===== config.mk =====
export PLATFORM = sky130hd
export DESIGN_NAME = ddpp_cell
export DESIGN_NICKNAME = d
export VERILOG_FILES = /design/src/hw/rtl/ddpp_pkg.sv /design/src/hw/rtl/ddpp_cell.sv
export SDC_FILE = /design/constraint.sdc
export NUM_CORES = 1
export LEC_CHECK = 0
export ABC_AREA = 0
export BUFFER_PORTS_ARGS = -buffer_cell sky130_fd_sc_hd__buf_4
export CAP_MARGIN = 20
export CORE_AREA = 2 2 238 240
export DETAILED_ROUTE_END_ITERATION = 12
export DIE_AREA = 0 0 240 242
export PLACE_DENSITY_LB_ADDON = 0.2
export SYNTH_ARGS = -nofsm -noshare
export SYNTH_HDL_FRONTEND = slang
export SYNTH_SLANG_ARGS = --single-unit
export TNS_END_PERCENT = 5

===== constraint.sdc =====
create_clock -name clk -period 3 [get_ports clk]
set_clock_uncertainty 0.05 [all_clocks]
set_input_delay 0.3 -clock clk [delete_from_list [all_inputs] [get_ports clk]]
set_output_delay 0.3 -clock clk [all_outputs]
set_load 0.01 [all_outputs]

===== src/hw/rtl/ddpp_pkg.sv =====
// Shared types and constants of the pose predictor.
// No dependencies; imported by every module of the block.
package ddpp_pkg;

	localparam int NUM_CELLS = 32;
	localparam int ZW        = 34;
	localparam int NUM_W     = 32;
	localparam int DEN_W     = 16;
	localparam int FRONT_LAT = 5;
	localparam int BACK_LAT  = 4;
	localparam int LATENCY   = FRONT_LAT + NUM_CELLS + BACK_LAT;

	localparam logic [15:0] DT_RESET = 16'd3072;
	localparam logic [31:0] CORDIC_GAIN_Q30 = 32'd652032874;
	localparam int unsigned INV_TWO_PI_Q32 = 683565276;
	localparam logic [15:0] INV_HI = 16'(INV_TWO_PI_Q32 >> 15);
	localparam logic [15:0] INV_LO = 16'(INV_TWO_PI_Q32 % 32768);

	localparam logic [31:0] ATAN_TURNS [NUM_CELLS] = '{
		32'd536870912, 32'd316933406, 32'd167458907, 32'd85004756, 32'd42667331,
		32'd21354465, 32'd10679838, 32'd5340245, 32'd2670163, 32'd1335087,
		32'd667544, 32'd333772, 32'd166886, 32'd83443, 32'd41722, 32'd20861,
		32'd10430, 32'd5215, 32'd2608, 32'd1304, 32'd652, 32'd326, 32'd163,
		32'd81, 32'd41, 32'd20, 32'd10, 32'd5, 32'd3, 32'd1, 32'd1, 32'd0
	};

	// Data handed from cell to cell: two rotation lanes and one divider step
	typedef struct packed {
		logic signed [ZW-1:0] x0;
		logic signed [ZW-1:0] y0;
		logic signed [ZW-1:0] z0;
		logic signed [ZW-1:0] x1;
		logic signed [ZW-1:0] y1;
		logic signed [ZW-1:0] z1;
		logic                 neg0;
		logic                 neg1;
		logic [NUM_W-1:0]     num;
		logic [DEN_W-1:0]     rem;
		logic [NUM_W-1:0]     quo;
		logic [DEN_W-1:0]     den;
	} cell_t;

	// Per-item control flags
	typedef struct packed {
		logic straight;
		logic rneg;
	} ctl_t;

	typedef struct packed {
		logic signed [ZW-1:0] z;
		logic                 neg;
	} fold_t;

	// Fold a 32-bit turn angle into the quarter-turn range
	function automatic fold_t fold_angle(input logic [31:0] t);
		fold_t f;
		f.z = $signed({{(ZW-32){t[31]}}, t});
		f.neg = 1'b0;
		if (f.z > $signed(ZW'(34'sd1073741824))) begin
			f.z = f.z - $signed(ZW'(34'sd2147483648));
			f.neg = 1'b1;
		end else if (f.z < -$signed(ZW'(34'sd1073741824))) begin
			f.z = f.z + $signed(ZW'(34'sd2147483648));
			f.neg = 1'b1;
		end
		return f;
	endfunction

endpackage


===== src/hw/rtl/ddpp_cell.sv =====
// One cell of the chain: one rotation step on both angle lanes (when DO_ROT is set)
// and one restoring divide step. Depends on ddpp_pkg.
module ddpp_cell #(
	parameter int IDX    = 0,
	parameter bit DO_ROT = 1'b1
) (
	input  logic            clk,
	input  ddpp_pkg::cell_t d,
	output ddpp_pkg::cell_t q
);
	import ddpp_pkg::*;

	localparam logic signed [ZW-1:0] ATAN_S = $signed(ZW'(ATAN_TURNS[IDX]));

	cell_t        nxt;
	logic [DEN_W:0] trial;

	// Rotate both lanes and shift one quotient bit in
	always_comb begin
		nxt = d;
		if (DO_ROT) begin
			if (!d.z0[ZW-1]) begin
				nxt.x0 = d.x0 - (d.y0 >>> IDX);
				nxt.y0 = d.y0 + (d.x0 >>> IDX);
				nxt.z0 = d.z0 - ATAN_S;
			end else begin
				nxt.x0 = d.x0 + (d.y0 >>> IDX);
				nxt.y0 = d.y0 - (d.x0 >>> IDX);
				nxt.z0 = d.z0 + ATAN_S;
			end
			if (!d.z1[ZW-1]) begin
				nxt.x1 = d.x1 - (d.y1 >>> IDX);
				nxt.y1 = d.y1 + (d.x1 >>> IDX);
				nxt.z1 = d.z1 - ATAN_S;
			end else begin
				nxt.x1 = d.x1 + (d.y1 >>> IDX);
				nxt.y1 = d.y1 - (d.x1 >>> IDX);
				nxt.z1 = d.z1 + ATAN_S;
			end
		end
		trial   = {d.rem, d.num[NUM_W-1]};
		nxt.num = {d.num[NUM_W-2:0], 1'b0};
		if (trial >= {1'b0, d.den}) begin
			nxt.rem = DEN_W'(trial - {1'b0, d.den});
			nxt.quo = {d.quo[NUM_W-2:0], 1'b1};
		end else begin
			nxt.rem = trial[DEN_W-1:0];
			nxt.quo = {d.quo[NUM_W-2:0], 1'b0};
		end
	end

	// Hand the word to the next cell
	always_ff @(posedge clk) begin
		q <= nxt;
	end

endmodule


# Word-level counts from Yosys, hierarchy flattened
# Cells that the tools add are included.
[word_totals] ramBits=0 mem_bits_ro=0 out_inout_bits=302 input_bits=303 latchBits=0 regBits=301 memories=0
[classes] eq_ne=0 order_cmp=1 n_mux=3 n_div=0 n_bitwise=0 n_reduce_logical=0 addsub=11 shift=0 n_mul=0
[ops] cell="$mux 102" n=2
[ops] cell="$sub 34x34->34" n=4
[ops] cell="$add 34x31->34 const B" n=2
[ops] cell="$add 34x34->34" n=2
[ops] cell="$sub 34x31->34 const B" n=2
[ops] cell="$mux 48" n=1
[ops] cell="$ge 17x16->1" n=1
[ops] cell="$sub 16x16->16" n=1

# Logic depth before layout (Yosys ltp)
# Gate-level depths: netlist (run 1).
[logic_depth] word_depth=2 ltp_mapped=14 depth_no_buf=12

# Worst setup path before layout (run 1)
# No wires, ideal clock.
[synth_timing] path_kind="input port to flip-flop" from="in d[234] in the netlist's numbering" to="reg q[266] in the netlist's numbering" arrival_time_ns=2.574 t_required_ns=2.825 path_buffers=0 stages=12 path_slack_ns=0.252 setup_time_ns=0.125 cell_sequence="inv_1 ha_1 fa_1 nand2b_1 a2111oi_2 o32ai_1 o21a_1 o21bai_1 a21oi_1 or3_1 a22o_1 xnor2_1"
[synth_rtl] item="from (decl)" line="ddpp_cell.sv:8" text="input ddpp_pkg::cell_t d,"
[synth_rtl] item="to (signal assigned)" line="ddpp_cell.sv:54" text="q <= nxt;"
[synth_rtl] item="to (decl)" line="ddpp_cell.sv:9" text="output ddpp_pkg::cell_t q"

==> qor.yml, run 1 <==
dieArea_mm2: 0.0581
routed_wl_um: 85000
ys_top_cells_by_area: "dfxtp_1 (32%), ha_1 (15%), a21oi_1 (6.6%)"
final_core_utilization_pct: 52.6
vias: 20739
yosys.area.top_type_share_pct: 31.9
startpoint_type: "input port"
fin_area_mm2: 0.0293
hp-class: "in -> reg"
avgSynthCellArea_um2: 8.32
maxSlewViolCount: 0
slew-limit-headroom_pct: 43.6
drtAntennaViolNets: 0
cp.buffers_inverters: 3
gr-usage-all-layers_pct: 28.1
syn-instance-count: 2254
core_area_mm2: 0.0557
ios: 605
post_drt_wl_per_cell_um: 20.7
die_h_um: 242
hold_viol_final: 0
critical_path_class: "in -> reg"
initial_core_util_pct: 33.6
ys_seq_elements: 299
drt_pass1_iterations: 6
path_common_cell: "a21oi_1"
path_delay_family: "compound AO/OA/AOI/OAI gates"
vias_per_cell: 5.06
cts_sinks: 299
slowest_stage: "dlygate4sd3_1"
largest_reg_flops: 299
grt.overflow.total: 0
crit_fanout: 24
ctsRootBufferMaster: "clkbuf_16"
drt_iter0_drc: 1296
irDropWorstVdd_v: 0.000416
path_clk_slew_ns: 0.06
cap_violations: 0
status: "finished clean"
drive_above_1_share_pct: 31.7
top_register: "q"
die_w_um: 240
path_cells: "dlygate4sd3_1 -> buf_4 -> ha_1 -> nor2b_1 -> o21a_1 -> o21ai_1 -> a21oi_1 -> a21oi_1 -> o31ai_1 -> o32a_1 -> buf_12 -> mux2_1"
gp_congestion: 0.953
nNetsFinal: 3842
cp_slowest_stage_delay_ns: 0.56
p_per_area_mw_per_mm2: 515
synth_ff_type: "dfxtp_1"
top_regs: "q x299"
max_freq_mhz: 347
min_period_over_period_pct: 96.2
synth_warnings: 0
worstMarginPinSlew_ns: 0.846
grt_max_degree: 74
finalSetupViolCount: 0
clockBufferDepth: 3
fin_crit_ns: 2.89
fillCellCount: 5208
area_growth_pct: 56.5
postCtsSetupRepairBufs: 0
critPathRequiredTime_ns: 3.38
yosys.area.top_type: "dfxtp_1"
crit_arrival_ns: 3.26
numCtsBuffers: 37
grt_pass1_wl_um: 126000
syn_area_mm2: 0.0188
post-route-drc-count: 0
ys_async_sr_fraction_pct: 0
antenna_found_initial: 7
synth_edf_count: 0
h-tree-depth: 2
worstSetupStartpoint: "d[48]"
ys_seq_area_share_pct: 31.9
grt_pass1_vias: 20835
post_synth_num_cell_types: 92
syn-num-nets: 2786
total_leakage_power_nw: 14.2
hold_start: "d[232]"
rows: 87
port-buffer-count: 602
endpoint_kind: "flip-flop"
rsz0062_at_grt: "false"
tritoncts: "yes"
hpwl_um: 68400
placed_area_mm2: 0.0265
## cell families (layout without fill, tap and decap cells)
kind of cell	Yosys count	in the layout	share of synthesized area, %
buf+inv	327	1411	6.90
mux	29	29	1.59
xor+xnor	145	145	6.77
simple gates	529	529	13.7
flops	299	299	31.9
compound gates	695	695	23.5
other cells	1	6	0.0200
fa+ha+maj	229	229	15.6
## power by group
group | internal [mW] | leakage, nW | switching [mW]
sequential | 4.58 | 2.52 | 0.256
clock | 2.87 | 0.614 | 1.92
combinational | 2.65 | 11.1 | 2.84
## cell usage after synthesis, types with 5 or more instances
library cell  instances
a21oi_1             249
and3_1                9
nor2b_1              27
or4_1                 6
nand3_1              37
inv_1               224
o21ai_0             131
a211o_1               6
xnor2_1             120
o2111ai_1             7
a221oi_1             11
o21ai_1              27
nand2b_1             27
o21a_1               24
nand3b_1              6
nand4_1              27
o211ai_1             22
nand2_1             100
buf_1                13
nor3_1               40
a211oi_1             12
fa_1                  9
or2_2                 8
a21boi_0              7
clkinv_1              5
dfxtp_1             299
o22ai_1               9
o31ai_1              18
mux2i_1              22
xor2_1               25
a21o_1               36
or3_1                19
buf_2                32
a31oi_1              13
and2_1               10
o31a_1                5
ha_1                220
nor4_1               11
nor2_1              185
clkbuf_1             45
o21bai_1             42
o221ai_1             10
## final cells by class
class | instances | area [µm²] | area share, %
timing repair buffer | 1112 | 8770 | 29.9
inverter | 232 | 871 | 2.97
tap | 756 | 946 | 3.22
antenna | 5 | 12.5 | 0.0426
clock inverter | 22 | 303 | 1.03
clock buffer | 45 | 976 | 3.33
sequential | 299 | 5990 | 20.4
multi-input combinational | 1628 | 11500 | 39.1
## cell usage in the layout, fill, tap and decap left out, types with 36 or more instances in the layout
master / instances
a21o_1: 36
ha_1: 220
xnor2_1: 120
a21oi_1: 248
nor2_1: 185
buf_4: 951
clkbuf_16: 37
o21bai_1: 42
nand2_1: 100
o21ai_0: 131
dlygate4sd3_1: 159
inv_1: 224
dfxtp_1: 299
nor3_1: 40
nand3_1: 37
## layer usage
layer / vias up / GRT usage (%) / share of wire (%)
li1: 9922 / - / -
met3: 172 / 5.53 / 7.0
met1: 9743 / 34.3 / 41
met2: 896 / 46.4 / 46
met5: - / 0 / 0.038
met4: 6 / 15.4 / 5.9
## what timing repair did
action | in CTS | in global routing
resized for setup | 0 | 1
setup endpoints to repair | 0 | 2
hold buffers | 159 | 0
endpoints found under the hold margin | 159 | 0
## metrics by stage
stage	setup WS (ns)	hold slack [ns]	setup TNS [ns]	cells	total power, mW
final	0.114	0.0320	0	4099	15.1
after global routing	0.00430	0.0254	0	4097	15.8
after CTS	0.188	0.00812	0	4094	15.2
after detailed placement	-0.369	0.355	-7.23	3868	10.1
after global placement	-0.406	0.354	-6.85	3868	10.1
after floorplan	0.252	0.278	0	2254	7.26
## final timing paths
path              slack, ns  endpoint  depth (start not counted)
setup / recovery       0.11     q[59]                         12
hold / removal         0.03    q[233]                          3
Note: power is estimated with default switching activity, not from simulation.
==> inputs of run 2 (changes only) <==
RECOVER_POWER = 25   (was unset)
==> run 2 against run 1 <==
  * The run now ends with max-capacitance violations, max-slew violations left
  * Clock power hardly changed
  * Final cell count stayed put
  * Die area stayed put
  * Via count is 0.18% lower
  * Critical path depth is 2 higher
  * First-iteration DRC count is 8.0% higher
  * Total power hardly changed
  * Core utilization is 0.14 points lower
==> qor.yml, run 2 (same netlist as run 1, synthesis figures left out) <==
cap_violations: 2
endpoint_kind: "flip-flop"
place_inst: 3868
port-buffer-count: 602
p_per_area_mw_per_mm2: 516
finalSetupViolCount: 0
irDropWorstVdd_v: 0.000416
critical_path_class: "in -> reg"
gr-usage-all-layers_pct: 28.1
fin_ws_ns: 0.125
area_growth_pct: 56.0
nNetsFinal: 3842
antenna_found_initial: 7
grt.overflow.total: 0
path_cells: "dlygate4sd3_1 -> buf_4 -> inv_1 -> ha_1 -> fa_1 -> nor2b_1 -> o31a_1 -> o221ai_1 -> o21ai_1 -> o21a_1 -> o21ai_1 -> a21oi_1 -> xor2_1 -> mux2_1"
startpoint_type: "input port"
drtAntennaViolNets: 0
clockBufferDepth: 3
final_common_cell: "buf_4"
gp_congestion: 0.953
worstSetupStartpoint: "d[95]"
total_power_mw: 15.1
worstMarginPinSlew_ns: 2.00
post-route-drc-count: 0
cp_slowest_stage_delay_ns: 0.57
crit_fanout: 3
timing.hold.ws_ns: 0.0323
largest_reg_flops: 299
violations: "max-capacitance violations, max-slew violations"
status: "complete, but fails checks"
fin_cells: 4099
critPathRequiredTime_ns: 3.39
tritoncts: "yes"
drt_iter0_drc: 1400
final_cell_mix: "buf_4 (809), dfxtp_1 (299), a21oi_1 (248)"
hold_viol_final: 0
routed_wl_um: 84900
post_drt_wl_per_cell_um: 20.7
hp-class: "in -> reg"
max_freq_mhz: 348
path_common_cell: "o21ai_1"
vias_per_cell: 5.05
fin_area_mm2: 0.0293
slowest_stage: "dlygate4sd3_1"
min_period_over_period_pct: 95.8
ios: 605
top_register: "q"
cts_sinks: 299
grt_max_degree: 74
placed_area_mm2: 0.0265
path_clk_slew_ns: 0.06
die_w_um: 240
rows: 87
crit_end: "q[62]"
numCtsBuffers: 37
ctsRootBufferMaster: "clkbuf_16"
dieArea_mm2: 0.0581
fin_crit_ns: 2.88
top_regs: "q x299"
crit_arrival_ns: 3.27
core_area_mm2: 0.0557
maxSlewViolCount: 109
drive_above_1_share_pct: 31.2
slew-limit-headroom_pct: -33.3
h-tree-depth: 2
total_leakage_power_nw: 14.1
vias: 20701
grt_pass1_vias: 20835
rsz0062_at_grt: "false"
place_ws_ns: -0.369
die_h_um: 242
hpwl_um: 68400
grt_pass1_wl_um: 126000
initial_core_util_pct: 33.6
drt_pass1_iterations: 5
## run 2: where the power goes
part           total [mW]  switching, mW  internal [mW]
Clock                4.80           1.93           2.87
Combinational        5.47           2.84           2.63
Sequential           4.84          0.256           4.58
## run 2: how the worst min path moves through the flow
stage	from	slack (ns)	endpoint	depth (start not counted)
floorplan	d[0]	0.28	q[0]	0
global placement	d[220]	0.35	q[220]	1
detailed placement	d[106]	0.36	q[106]	1
CTS	d[165]	0.008	q[165]	3
global route	d[232]	0.03	q[233]	3
finish	d[232]	0.03	q[233]	3
## run 2: area by class of cell
cell class | instances | area (µm²)
clock inverters | 22 | 303
inverters | 232 | 871
diodes | 5 | 12.5
clock buffers | 45 | 976
flip-flops and latches | 299 | 5990
repair buffers | 1112 | 8690
well taps | 756 | 946
multi-input cells | 1628 | 11500
fillers | 5240 | 26500
## run 2: timing repair
action,CTS,global route
setup endpoints to repair,0,2
hold buffers,159,0
buffers inserted,0,0
endpoints found under the hold margin,159,0
gates resized for setup,0,1
## run 2: critical path: cells and delay by family
kind	cells	cell delay [ns]
and+or+nand+nor	1	0.19
AOI/OAI and AO/OA	6	1.04
buffers and inverters	3	0.72
adders and majority gates	2	0.61
xor gates and xnor gates	1	0.10
muxes	1	0.31
## run 2: stage by stage
stage / utilization (%) / TNS, ns
finish: 52.5 / 0
floorplan: - / 0
global route: 52.5 / 0
global placement: 47.5 / -6.85
CTS: 52.6 / 0
detailed placement: 47.5 / -7.23
## run 2: per-layer routing
metal | vias to the layer above | GRT usage [%] | share of wire, % | routed length [µm]
met4 | 6 | 15.4 | 6.0 | 5080
met1 | 9735 | 34.3 | 41 | 34900
met2 | 854 | 46.4 | 46 | 38900
met5 | - | 0 | 0.038 | 32
li1 | 9924 | - | - | -
met3 | 182 | 5.53 | 7.0 | 5930
